## src/rtl/ccs_pkg.sv

```systemverilog
// ccs_pkg: shared types, codes and constants for the clamp cell step sequencer
// used by ccs_cfg_regs, ccs_step_core and clamp_cell_step_sequencer; no dependencies
package ccs_pkg;

    // configuration port address width (five 32-bit registers at 4*i)
    localparam int ADDR_W = 5;
    localparam int DATA_W = 32;

    // register indexes on paddr[4:2]
    localparam logic [2:0] REG_STEP_TIMEOUT = 3'd0;
    localparam logic [2:0] REG_DWELL        = 3'd1;
    localparam logic [2:0] REG_TICK         = 3'd2;
    localparam logic [2:0] REG_PARTS_GOAL   = 3'd3;
    localparam logic [2:0] REG_MOTOR_RATE   = 3'd4;

    // register reset values
    localparam logic [31:0] RST_STEP_TIMEOUT = 32'd5000;
    localparam logic [15:0] RST_DWELL        = 16'd1000;
    localparam logic [15:0] RST_TICK         = 16'd100;
    localparam logic [15:0] RST_PARTS_GOAL   = 16'd0;
    localparam logic [15:0] RST_MOTOR_RATE   = 16'd0;

    // stack lamp patterns, 2 bits per lamp from red upwards
    localparam logic [9:0] LAMP_OFF     = 10'h000;
    localparam logic [9:0] LAMP_FAULT   = 10'h202;
    localparam logic [9:0] LAMP_RUN     = 10'h010;
    localparam logic [9:0] LAMP_PROCESS = 10'h014;
    localparam logic [9:0] LAMP_DONE    = 10'h040;

    localparam logic [15:0] PARTS_MAX = 16'hFFFF;

    typedef enum logic [1:0] {
        CMD_TICK  = 2'd0,
        CMD_START = 2'd1,
        CMD_STOP  = 2'd2,
        CMD_RESET = 2'd3
    } t_cmd;

    typedef enum logic [1:0] {
        FAULT_NONE    = 2'd0,
        FAULT_TIMEOUT = 2'd1,
        FAULT_MOTOR   = 2'd2,
        FAULT_CLAMP   = 2'd3
    } t_fault;

    typedef enum logic [1:0] {
        CLAMP_NONE    = 2'd0,
        CLAMP_EXTEND  = 2'd1,
        CLAMP_RETRACT = 2'd2
    } t_clamp;

    typedef enum logic [3:0] {
        ST_IDLE         = 4'd0,
        ST_MOTOR_START  = 4'd1,
        ST_WAIT_SPEED   = 4'd2,
        ST_CLAMP_EXTEND = 4'd3,
        ST_WAIT_EXTEND  = 4'd4,
        ST_DWELL        = 4'd5,
        ST_RETRACT      = 4'd6,
        ST_WAIT_RETRACT = 4'd7,
        ST_COUNT        = 4'd8
    } t_step;

    typedef struct packed {
        logic [31:0] wait_limit_ms;
        logic [15:0] dwell_ms;
        logic [15:0] tick_ms;
        logic [15:0] parts_goal;
        logic [15:0] motor_rate;
    } t_cfg;

    typedef struct packed {
        t_cmd command;
        logic motor_spun_up;
        logic clamp_is_extended;
        logic clamp_is_retracted;
        logic motor_ack_ok;
        logic clamp_ack_ok;
    } t_item;

    typedef struct packed {
        logic        accepted;
        t_step       step_now;
        logic        is_running;
        logic        is_complete;
        logic        is_faulted;
        t_fault      fault_cause;
        logic [15:0] parts_done;
        logic        lamp_valid;
        logic [9:0]  lamp_pattern;
        logic        motor_cmd_valid;
        logic [15:0] motor_rate_cmd;
        t_clamp      clamp_cmd;
    } t_result;

endpackage

```

## src/rtl/clamp_cell_step_sequencer.sv

```systemverilog
// clamp_cell_step_sequencer: top level with input register, step core and result register
// depends on ccs_pkg, ccs_cfg_regs and ccs_step_core
//
// One command transfer gives one status transfer. The block takes a new item
// every clock while the output side is ready: the item lands in an input
// register, the step core updates the sequencer state and forms the status
// combinationally, and the status waits in an output register. Configuration
// must be written through the APB-style port only while the block is idle;
// the block itself does not enforce this. There is no clearing pass after reset.
module clamp_cell_step_sequencer (
    input  logic                       i_clk,
    input  logic                       i_rst_n,
    input  logic                       psel,
    input  logic                       penable,
    input  logic                       pwrite,
    input  logic [ccs_pkg::ADDR_W-1:0] paddr,
    input  logic [ccs_pkg::DATA_W-1:0] pwdata,
    output logic [ccs_pkg::DATA_W-1:0] prdata,
    output logic                       pready,
    input  logic                       i_valid,
    output logic                       o_ready,
    input  logic [1:0]                 i_command,
    input  logic                       i_motor_spun_up,
    input  logic                       i_clamp_is_extended,
    input  logic                       i_clamp_is_retracted,
    input  logic                       i_motor_ack_ok,
    input  logic                       i_clamp_ack_ok,
    output logic                       o_valid,
    input  logic                       i_ready,
    output logic                       o_accepted,
    output logic [3:0]                 o_step_now,
    output logic                       o_is_running,
    output logic                       o_is_complete,
    output logic                       o_is_faulted,
    output logic [1:0]                 o_fault_cause,
    output logic [15:0]                o_parts_done,
    output logic                       o_lamp_valid,
    output logic [9:0]                 o_lamp_pattern,
    output logic                       o_motor_cmd_valid,
    output logic [15:0]                o_motor_rate_cmd,
    output logic [1:0]                 o_clamp_cmd
);

    ccs_pkg::t_cfg    cfg;
    ccs_pkg::t_result core_result;
    ccs_pkg::t_item   in_item;
    ccs_pkg::t_item   r_in_item;
    logic             r_in_valid;
    ccs_pkg::t_result r_out;
    logic             r_out_valid;
    logic             fire;

    ccs_cfg_regs u_cfg (
        .i_clk   (i_clk),
        .i_rst_n (i_rst_n),
        .psel    (psel),
        .penable (penable),
        .pwrite  (pwrite),
        .paddr   (paddr),
        .pwdata  (pwdata),
        .prdata  (prdata),
        .pready  (pready),
        .o_cfg   (cfg)
    );

    // pack the input fields
    always_comb begin
        in_item.command            = ccs_pkg::t_cmd'(i_command);
        in_item.motor_spun_up      = i_motor_spun_up;
        in_item.clamp_is_extended  = i_clamp_is_extended;
        in_item.clamp_is_retracted = i_clamp_is_retracted;
        in_item.motor_ack_ok       = i_motor_ack_ok;
        in_item.clamp_ack_ok       = i_clamp_ack_ok;
    end

    // item moves into the core when the result register is free or draining
    assign fire    = r_in_valid && (!r_out_valid || i_ready);
    assign o_ready = !r_in_valid || fire;

    // input register
    always_ff @(posedge i_clk) begin
        if (!i_rst_n) begin
            r_in_valid <= 1'b0;
        end else if (i_valid && o_ready) begin
            r_in_valid <= 1'b1;
        end else if (fire) begin
            r_in_valid <= 1'b0;
        end
    end

    always_ff @(posedge i_clk) begin
        if (i_valid && o_ready) begin
            r_in_item <= in_item;
        end
    end

    ccs_step_core u_core (
        .i_clk    (i_clk),
        .i_rst_n  (i_rst_n),
        .i_fire   (fire),
        .i_item   (r_in_item),
        .i_cfg    (cfg),
        .o_result (core_result)
    );

    // result register
    always_ff @(posedge i_clk) begin
        if (!i_rst_n) begin
            r_out_valid <= 1'b0;
        end else if (fire) begin
            r_out_valid <= 1'b1;
        end else if (i_ready) begin
            r_out_valid <= 1'b0;
        end
    end

    always_ff @(posedge i_clk) begin
        if (fire) begin
            r_out <= core_result;
        end
    end

    // unpack the result fields
    assign o_valid           = r_out_valid;
    assign o_accepted        = r_out.accepted;
    assign o_step_now        = r_out.step_now;
    assign o_is_running      = r_out.is_running;
    assign o_is_complete     = r_out.is_complete;
    assign o_is_faulted      = r_out.is_faulted;
    assign o_fault_cause     = r_out.fault_cause;
    assign o_parts_done      = r_out.parts_done;
    assign o_lamp_valid      = r_out.lamp_valid;
    assign o_lamp_pattern    = r_out.lamp_pattern;
    assign o_motor_cmd_valid = r_out.motor_cmd_valid;
    assign o_motor_rate_cmd  = r_out.motor_rate_cmd;
    assign o_clamp_cmd       = r_out.clamp_cmd;

endmodule

```

## src/rtl/ccs_cfg_regs.sv

```systemverilog
// ccs_cfg_regs: APB-style configuration registers of the sequencer
// depends on ccs_pkg
module ccs_cfg_regs (
    input  logic                       i_clk,
    input  logic                       i_rst_n,
    input  logic                       psel,
    input  logic                       penable,
    input  logic                       pwrite,
    input  logic [ccs_pkg::ADDR_W-1:0] paddr,
    input  logic [ccs_pkg::DATA_W-1:0] pwdata,
    output logic [ccs_pkg::DATA_W-1:0] prdata,
    output logic                       pready,
    output ccs_pkg::t_cfg              o_cfg
);

    ccs_pkg::t_cfg r_cfg;
    logic [2:0]    reg_idx;
    logic          wr_en;

    assign pready  = 1'b1;
    assign reg_idx = paddr[ccs_pkg::ADDR_W-1:2];
    assign wr_en   = psel && penable && pwrite && pready;
    assign o_cfg   = r_cfg;

    // register writes on the access phase
    always_ff @(posedge i_clk) begin
        if (!i_rst_n) begin
            r_cfg.wait_limit_ms <= ccs_pkg::RST_STEP_TIMEOUT;
            r_cfg.dwell_ms      <= ccs_pkg::RST_DWELL;
            r_cfg.tick_ms       <= ccs_pkg::RST_TICK;
            r_cfg.parts_goal    <= ccs_pkg::RST_PARTS_GOAL;
            r_cfg.motor_rate    <= ccs_pkg::RST_MOTOR_RATE;
        end else if (wr_en) begin
            unique case (reg_idx)
                ccs_pkg::REG_STEP_TIMEOUT: r_cfg.wait_limit_ms <= pwdata;
                ccs_pkg::REG_DWELL:        r_cfg.dwell_ms      <= pwdata[15:0];
                ccs_pkg::REG_TICK:         r_cfg.tick_ms       <= pwdata[15:0];
                ccs_pkg::REG_PARTS_GOAL:   r_cfg.parts_goal    <= pwdata[15:0];
                ccs_pkg::REG_MOTOR_RATE:   r_cfg.motor_rate    <= pwdata[15:0];
                default: ;
            endcase
        end
    end

    // read-back mux
    always_comb begin
        unique case (reg_idx)
            ccs_pkg::REG_STEP_TIMEOUT: prdata = r_cfg.wait_limit_ms;
            ccs_pkg::REG_DWELL:        prdata = {16'd0, r_cfg.dwell_ms};
            ccs_pkg::REG_TICK:         prdata = {16'd0, r_cfg.tick_ms};
            ccs_pkg::REG_PARTS_GOAL:   prdata = {16'd0, r_cfg.parts_goal};
            ccs_pkg::REG_MOTOR_RATE:   prdata = {16'd0, r_cfg.motor_rate};
            default:                   prdata = '0;
        endcase
    end

endmodule

```

## src/rtl/ccs_step_core.sv

```systemverilog
// ccs_step_core: sequencer state registers and combinational step update
// depends on ccs_pkg
module ccs_step_core (
    input  logic             i_clk,
    input  logic             i_rst_n,
    input  logic             i_fire,
    input  ccs_pkg::t_item   i_item,
    input  ccs_pkg::t_cfg    i_cfg,
    output ccs_pkg::t_result o_result
);

    ccs_pkg::t_step  r_step,    n_step;
    logic            r_running, n_running;
    logic            r_complete, n_complete;
    logic            r_fault,   n_fault;
    ccs_pkg::t_fault r_code,    n_code;
    logic [31:0]     r_timer,   n_timer;
    logic [15:0]     r_parts,   n_parts;

    logic [32:0]     timer_sum;
    logic [31:0]     timer_inc;
    logic [15:0]     parts_inc;
    logic            fault_hit;
    ccs_pkg::t_fault fault_kind;
    logic            accepted;
    logic            lamp_v;
    logic [9:0]      lamp_p;
    logic            motor_v;
    logic [15:0]     motor_s;
    ccs_pkg::t_clamp clamp_c;

    // saturating step timer and parts count
    assign timer_sum = {1'b0, r_timer} + {17'd0, i_cfg.tick_ms};
    assign timer_inc = timer_sum[32] ? 32'hFFFF_FFFF : timer_sum[31:0];
    assign parts_inc = (r_parts != ccs_pkg::PARTS_MAX) ? r_parts + 16'd1 : r_parts;

    // state registers, updated once per transfer through the core
    always_ff @(posedge i_clk) begin
        if (!i_rst_n) begin
            r_step     <= ccs_pkg::ST_IDLE;
            r_running  <= 1'b0;
            r_complete <= 1'b0;
            r_fault    <= 1'b0;
            r_code     <= ccs_pkg::FAULT_NONE;
            r_timer    <= '0;
            r_parts    <= '0;
        end else if (i_fire) begin
            r_step     <= n_step;
            r_running  <= n_running;
            r_complete <= n_complete;
            r_fault    <= n_fault;
            r_code     <= n_code;
            r_timer    <= n_timer;
            r_parts    <= n_parts;
        end
    end

    // command decode and step actions
    always_comb begin
        n_step     = r_step;
        n_running  = r_running;
        n_complete = r_complete;
        n_fault    = r_fault;
        n_code     = r_code;
        n_timer    = r_timer;
        n_parts    = r_parts;
        fault_hit  = 1'b0;
        fault_kind = ccs_pkg::FAULT_NONE;
        accepted   = 1'b1;
        lamp_v     = 1'b0;
        lamp_p     = ccs_pkg::LAMP_OFF;
        motor_v    = 1'b0;
        motor_s    = '0;
        clamp_c    = ccs_pkg::CLAMP_NONE;

        unique case (i_item.command)
            ccs_pkg::CMD_TICK: begin
                if (r_running) begin
                    n_timer = timer_inc;
                    unique case (r_step)
                        ccs_pkg::ST_MOTOR_START: begin
                            lamp_v  = 1'b1;
                            lamp_p  = ccs_pkg::LAMP_RUN;
                            motor_v = 1'b1;
                            motor_s = i_cfg.motor_rate;
                            if (i_item.motor_ack_ok) begin
                                n_step  = ccs_pkg::ST_WAIT_SPEED;
                                n_timer = '0;
                            end else begin
                                fault_hit  = 1'b1;
                                fault_kind = ccs_pkg::FAULT_MOTOR;
                            end
                        end
                        ccs_pkg::ST_WAIT_SPEED: begin
                            if (i_item.motor_spun_up) begin
                                n_step  = ccs_pkg::ST_CLAMP_EXTEND;
                                n_timer = '0;
                            end else if (timer_inc > i_cfg.wait_limit_ms) begin
                                fault_hit  = 1'b1;
                                fault_kind = ccs_pkg::FAULT_TIMEOUT;
                            end
                        end
                        ccs_pkg::ST_CLAMP_EXTEND: begin
                            clamp_c = ccs_pkg::CLAMP_EXTEND;
                            if (i_item.clamp_ack_ok) begin
                                lamp_v  = 1'b1;
                                lamp_p  = ccs_pkg::LAMP_PROCESS;
                                n_step  = ccs_pkg::ST_WAIT_EXTEND;
                                n_timer = '0;
                            end else begin
                                fault_hit  = 1'b1;
                                fault_kind = ccs_pkg::FAULT_CLAMP;
                            end
                        end
                        ccs_pkg::ST_WAIT_EXTEND: begin
                            if (i_item.clamp_is_extended) begin
                                n_step  = ccs_pkg::ST_DWELL;
                                n_timer = '0;
                            end else if (timer_inc > i_cfg.wait_limit_ms) begin
                                fault_hit  = 1'b1;
                                fault_kind = ccs_pkg::FAULT_TIMEOUT;
                            end
                        end
                        ccs_pkg::ST_DWELL: begin
                            if (timer_inc >= {16'd0, i_cfg.dwell_ms}) begin
                                n_step  = ccs_pkg::ST_RETRACT;
                                n_timer = '0;
                            end
                        end
                        ccs_pkg::ST_RETRACT: begin
                            clamp_c = ccs_pkg::CLAMP_RETRACT;
                            n_step  = ccs_pkg::ST_WAIT_RETRACT;
                            n_timer = '0;
                        end
                        ccs_pkg::ST_WAIT_RETRACT: begin
                            if (i_item.clamp_is_retracted) begin
                                n_step  = ccs_pkg::ST_COUNT;
                                n_timer = '0;
                            end else if (timer_inc > i_cfg.wait_limit_ms) begin
                                fault_hit  = 1'b1;
                                fault_kind = ccs_pkg::FAULT_TIMEOUT;
                            end
                        end
                        ccs_pkg::ST_COUNT: begin
                            n_parts = parts_inc;
                            if ((i_cfg.parts_goal != 16'd0) &&
                                (parts_inc >= i_cfg.parts_goal)) begin
                                n_complete = 1'b1;
                                n_running  = 1'b0;
                                n_step     = ccs_pkg::ST_IDLE;
                                lamp_v     = 1'b1;
                                lamp_p     = ccs_pkg::LAMP_DONE;
                            end else begin
                                n_step  = ccs_pkg::ST_MOTOR_START;
                                n_timer = '0;
                            end
                        end
                        default: ;
                    endcase

                    // fault overrides the step outcome and the lamp
                    if (fault_hit) begin
                        n_fault   = 1'b1;
                        n_code    = fault_kind;
                        n_running = 1'b0;
                        n_step    = ccs_pkg::ST_IDLE;
                        n_timer   = '0;
                        lamp_v    = 1'b1;
                        lamp_p    = ccs_pkg::LAMP_FAULT;
                    end
                end
            end
            ccs_pkg::CMD_START: begin
                if (r_running) begin
                    accepted = 1'b0;
                end else begin
                    n_running  = 1'b1;
                    n_complete = 1'b0;
                    n_fault    = 1'b0;
                    n_code     = ccs_pkg::FAULT_NONE;
                    n_step     = ccs_pkg::ST_MOTOR_START;
                    n_parts    = '0;
                end
            end
            ccs_pkg::CMD_STOP: begin
                n_running = 1'b0;
                n_step    = ccs_pkg::ST_IDLE;
                motor_v   = 1'b1;
                lamp_v    = 1'b1;
            end
            default: begin
                n_step     = ccs_pkg::ST_IDLE;
                n_running  = 1'b0;
                n_complete = 1'b0;
                n_fault    = 1'b0;
                n_code     = ccs_pkg::FAULT_NONE;
                n_timer    = '0;
                n_parts    = '0;
            end
        endcase
    end

    // status and commands of this transfer
    always_comb begin
        o_result.accepted        = accepted;
        o_result.step_now        = n_step;
        o_result.is_running      = n_running;
        o_result.is_complete     = n_complete;
        o_result.is_faulted      = n_fault;
        o_result.fault_cause     = n_code;
        o_result.parts_done      = n_parts;
        o_result.lamp_valid      = lamp_v;
        o_result.lamp_pattern    = lamp_p;
        o_result.motor_cmd_valid = motor_v;
        o_result.motor_rate_cmd  = motor_s;
        o_result.clamp_cmd       = clamp_c;
    end

`ifndef SYNTHESIS
    // running exactly when the sequence sits on a non-idle step
    a_run_step: assert property (@(posedge i_clk) disable iff (!i_rst_n)
        r_running == (r_step != ccs_pkg::ST_IDLE))
        else $error("running flag and step disagree");

    // a faulted or completed sequence is never running
    a_stopped: assert property (@(posedge i_clk) disable iff (!i_rst_n)
        (r_fault || r_complete) |-> !r_running)
        else $error("running with fault or complete set");

    // fault cause is set exactly when faulted
    a_code: assert property (@(posedge i_clk) disable iff (!i_rst_n)
        r_fault == (r_code != ccs_pkg::FAULT_NONE))
        else $error("fault flag and fault cause disagree");

    // state only moves on a transfer through the core
    a_hold: assert property (@(posedge i_clk) disable iff (!i_rst_n)
        !i_fire |=> $stable(r_step) && $stable(r_timer) && $stable(r_parts))
        else $error("state changed without a transfer");
`endif

endmodule

```

## config.mk

```make
export PLATFORM = sky130hd
export DESIGN_NAME = clamp_cell_step_sequencer
export DESIGN_NICKNAME = d
export VERILOG_FILES = /design/src/rtl/ccs_pkg.sv /design/src/rtl/clamp_cell_step_sequencer.sv /design/src/rtl/ccs_cfg_regs.sv /design/src/rtl/ccs_step_core.sv
export SDC_FILE = /design/constraint.sdc
export NUM_CORES = 1
export LEC_CHECK = 0
export ABC_AREA = 0
export BUFFER_PORTS_ARGS = -buffer_cell sky130_fd_sc_hd__buf_4
export CAP_MARGIN = 0
export CELL_PAD_IN_SITES_DETAIL_PLACEMENT = 0
export CELL_PAD_IN_SITES_GLOBAL_PLACEMENT = 1
export CORE_UTILIZATION = 47
export CTS_BUF_LIST = sky130_fd_sc_hd__clkbuf_4 sky130_fd_sc_hd__clkbuf_8
export DETAILED_ROUTE_END_ITERATION = 8
export GPL_TIMING_DRIVEN = 0
export PLACE_DENSITY = 0.87
export SYNTH_ARGS = -nofsm -noshare
export SYNTH_HDL_FRONTEND = slang
export SYNTH_HIERARCHICAL = 1
export SYNTH_SLANG_ARGS = --single-unit
```

## constraint.sdc

```tcl
create_clock -name i_clk -period 6.6 [get_ports i_clk]
set_clock_uncertainty 0.15 [all_clocks]
set_input_delay 0.99 -clock i_clk [delete_from_list [all_inputs] [get_ports i_clk]]
set_output_delay 0.99 -clock i_clk [all_outputs]
set_load 0.02 [all_outputs]
```

After elaboration in Yosys (flattened, before gate mapping). Index checks and enable logic that the tools add are counted.

Flip-flop bits (word level): 218. Word-level logic and storage cells: 164. Output and inout port bits: 91. Input port bits: 51.

Multiplexer cells: 83. Reductions and logical operators: 24. Equality and inequality tests: 16. Add/sub/neg operators: 2. Bitwise logic cells: 3. Magnitude comparators: 3.

Operators by type and width (number): $mux W32 (10); $pmux W32 S8 (1); $pmux W32 S5 (1); $mux W16 (4); $pmux W32 S2 (1); $pmux W16 S3 (1); $mux W4 (9); $mux W1 (34); $add A32 B16 Y33 (1); $ge A32 B16 Y1 (1); $gt A32 B32 Y1 (1); $pmux W4 S8 (1); $pmux W10 S3 (1); $add A16 B1 Y16 const B (1); $eq A4 B3 Y1 const B (4); $ge A16 B16 Y1 (1); $ne A16 B16 Y1 const B (1); $reduce_bool A16 Y1 (1); $mux W2 (6); $reduce_and A2 Y1 (6); $mux W10 (1); $pmux W2 S5 (1); $pmux W1 S3 (3); $eq A4 B2 Y1 const B (2); other kinds (25) (38).

Longest topological paths before layout.
Word-level depth: 11. Gate-level depth with buffers: 21. Gate-level depth less buffers: 18.

Cells and area by module. The synthesis kept the hierarchy.

By module, submodules not included: ccs_step_core (area an instance 7033.0 µm², sequential area each 1141.1 µm², instances 1, cells each 1011); ccs_cfg_regs (area an instance 4379.2 µm², sequential area each 1921.8 µm², instances 1, cells each 466); clamp_cell_step_sequencer (area an instance 1995.7 µm², sequential area each 1931.9 µm², instances 1, cells each 72).

Worst setup path before layout. OpenSTA, ideal clock, no wires.

Kind: flip-flop to flip-flop. From: register u_cfg.r_cfg (netlist bit u_cfg/o_cfg[32]). To: register r_out (netlist bit o_step_now[0]) (data pin). Path buffers: 3. Data arrival time: 5.000 ns. Stages on the path, launching flop included: 22. Slack: 1.292 ns. Library setup time: 0.158 ns. Clock period less this slack: 5.308 ns. Data required time: 6.292 ns. Cells stage by stage: dfxtp_1 > ha_1 > fa_1 > a211oi_1 > o21ai_1 > a32o_1 > o211ai_1 > or4_1 > clkbuf_1 > buf_1 > nand2_1 > ha_1 > a21o_1 > a21o_1 > a21oi_1 > nor3_1 > a2111oi_0 > o22ai_1 > nor3_1 > clkbuf_1 > o21ai_0 > o211ai_1.

RTL lines: start, declared (RTL line ccs_cfg_regs.sv:16) `ccs_pkg::t_cfg r_cfg;`; end signal, assigned (RTL line clamp_cell_step_sequencer.sv:119) `r_out <= core_result;`; end, declared (RTL line clamp_cell_step_sequencer.sv:49) `ccs_pkg::t_result r_out;`.

==> impl_metrics.ini <==
[yosys]
yosys_register_bits = 218
synthesis.area_um2 = 13400
synth_top_area_share = 0.231
synthSimpleGateAreaFrac = 0.198
yosys_warnings = 6
synth_top_family_by_area = simple AND/OR/NAND/NOR gates
muxShareOfSynthArea = 0.0841
synthFlopType = dfxtp_1
ys_async_sr_fraction = 0
synth.avg_cell_area_um2 = 8.66
synth_edf_count = 63
synth-compound-area-share = 0.173
ys_seq_area_frac = 0.373
synth_xor_area_frac = 0.0242
ys_types = 87
synth_area_leader_cell = dfxtp_1
syn_inst = 1549
synth_fa_ha_area_frac = 0.0808
synth_area_leaders = dfxtp_1 23%, edfxtp_1 14%, ha_1 7.9%

[clocking]
post_cts_buffers = 0
cts.reportedPaths.clkPinSlew_ns = 0.06
cts_buffers = 39
clk_latency_ns = 0.55
tritoncts = done
htreeDepth = 2
ctsHoldBuffers = 0
clockBufferDepth = 3
cts_sinks = 218
clock_tree.root_cell = clkbuf_8

[layout]
drive_gt1_frac = 0.177
final_common_cell = nand2_1
stdcell_count = 2142
layout_common_cells = 243 x nand2_1, 155 x dfxtp_1, 153 x buf_4, 101 x inv_1, 89 x mux2i_1
layout.nets = 1870
fin_util = 0.568
stdcell_area_um2 = 15900
syn_to_final_growth_pct = 18.4
diodes = 0

[setup_path]
required_ns = 6.81
cp-start-kind = flip-flop
crit_type = flip-flop to flip-flop
arrival_ns = 6.75
cp_max_fo = 10
cp-end-kind = flip-flop

[route]
final_antenna_net_count = 0
vias_per_cell = 5.68
drc = 0
drt_iter0_markers = 1138
routedWlPerCell_um = 18.5
dr_total_vias = 12200
wl_um = 39700
drtPass1Iterations = 6

[sta]
timing.hold.ws_ns = 0.309
max_clock_freq_mhz = 153
min_period_ns = 6.54
period_share = 0.992
final_max_slew_viol_count = 0
slew_headroom = 0.466
finalHoldViolations = 0
fin_ws_ns = 0.0551
setup_viol = 0
tns_ns = 0
tightest_slew_ns = 0.795

[place]
port_buffers = 138
placed_cells = 2070
hpwl_um = 30200
dpl-instance-area_um2 = 15000
place_congestion = 0.915
place_ws_ns = -0.809

[run_status]
status = finished clean

[pwr]
p_total_mw = 3.11
irDropWorstVdd_mv = 0.134
power.density_nw_per_um2 = 196
leakage_nw = 6.60

[global_route]
grt_usage = 0.275
grt_pass1_vias = 11300
antenna_found_initial = 0
grt_pass1_wl_um = 62000
grt_overflow_total = 0
grt_max_degree = 36

[floorplan]
io_pins = 142
dieArea_um2 = 29200
fp-row-count = 61
initial_core_util = 0.480
die_width_um = 171
core_um2 = 27900
die_h_um = 171

[flow_run]
drv_cap = 0

[worst_hold_path]
hold_path.class = flip-flop to flip-flop
-- state kept, by name, summed over array words and instances (netlist names), 2 cells and up --
name / cells
r_in_item: 7
u_core/r_step: 4
u_cfg/o_cfg: 96
o_lamp_pattern: 10
o_fault_cause: 2
u_core/r_code: 2
o_step_now: 4
u_core/r_parts: 16
o_clamp_cmd: 2
u_core/r_timer: 32
o_parts_done: 16
o_motor_rate_cmd: 16
-- Yosys cell counts (4+ instances only) --
library cell and instances:
a211oi_1 11, a21o_1 25, a21oi_1 65, a22o_1 4
a22oi_1 38, a2bb2oi_1 4, a31o_2 4, a31oi_1 12
and2_1 35, and3_1 14, and4_1 5, buf_1 6
buf_2 13, buf_4 15, buf_6 5, clkbuf_1 61
dfxtp_1 155, edfxtp_1 63, ha_1 85, inv_1 101
mux2_2 21, mux2i_1 89, nand2_1 243, nand2b_1 18
nand3_1 56, nand4_1 22, nor2_1 67, nor2b_1 16
nor3_1 24, nor3b_1 5, nor4_1 10, o211ai_1 19
o21a_1 5, o21ai_0 81, o21ai_1 5, o21ba_2 5
o22ai_1 20, o311ai_0 4, or2_2 4, or3_1 4
or4_1 4, xnor2_1 22, xor2_1 15
-- final timing paths --
path | endpoint | slack (ns) | cells past startpoint | startpoint
setup / recovery | o_step_now[0] | 0.06 | 20 | u_cfg/o_cfg[32]
setup reg to reg | o_step_now[0] | 0.06 | 20 | u_cfg/o_cfg[32]
hold / removal | u_core/r_complete | 0.31 | 2 | u_core/r_complete
hold reg to reg | u_core/r_complete | 0.31 | 2 | u_core/r_complete
-- logic make-up after synthesis --
family                   Yosys count
AO/OA/AOI/OAI                    346
XOR/XNOR                          37
adder cells (fa/ha/maj)           86
buffers and inverters            203
flip-flops                       218
multiplexers                     110
other                              2
AND/OR/NAND/NOR                  547
-- area by class of cell --
cell class                 count  area [µm²]
buffer                       102         522
clock buffer                  57         734
clock inverter                15         143
fill                        2623       12100
inverter                     101         379
multi-input combinational   1132        7570
sequential                   218        4990
tap                          378         473
timing repair buffer         139        1060
-- power breakdown --
group,internal [mW],switching [mW],leakage (nW)
Clock,0.802,0.603,0.460
Sequential,1.40,0.0136,1.84
Combinational,0.100,0.188,4.31
-- worst max-delay path, stage by stage (launching register included) --
cell and delay, ns:
dfxtp_1 0.35, ha_1 0.26, fa_1 0.44, a211oi_1 0.38, o21ai_1 0.28, a32o_1 0.37
o211ai_1 0.31, or4_1 0.28, clkbuf_2 0.29, nand2_1 0.16, ha_1 0.32, a21o_1 0.16
a21o_1 0.16, a21oi_1 0.28, o211ai_1 0.25, a2111oi_2 0.46, o22ai_2 0.29, nor3_4 0.40
clkbuf_2 0.32, o21ai_0 0.14, o211ai_1 0.26
-- repair_timing --
action	4_1_cts	5_1_grt
resized for setup	7	4
endpoints found under the hold margin	0	0
pin swaps	0	0
endpoints found under the setup margin	44	30
-- per-layer routing --
metal / track usage / wire (µm) / vias to the layer above
met3: 0.0421 / 2650 / 95
met1: 0.363 / 17400 / 5751
met4: 0.101 / 1360 / 0
met5: 0 / 0 / -
met2: 0.452 / 18200 / 452
li1: - / - / 5876
(Power assumes the default switching activity.)
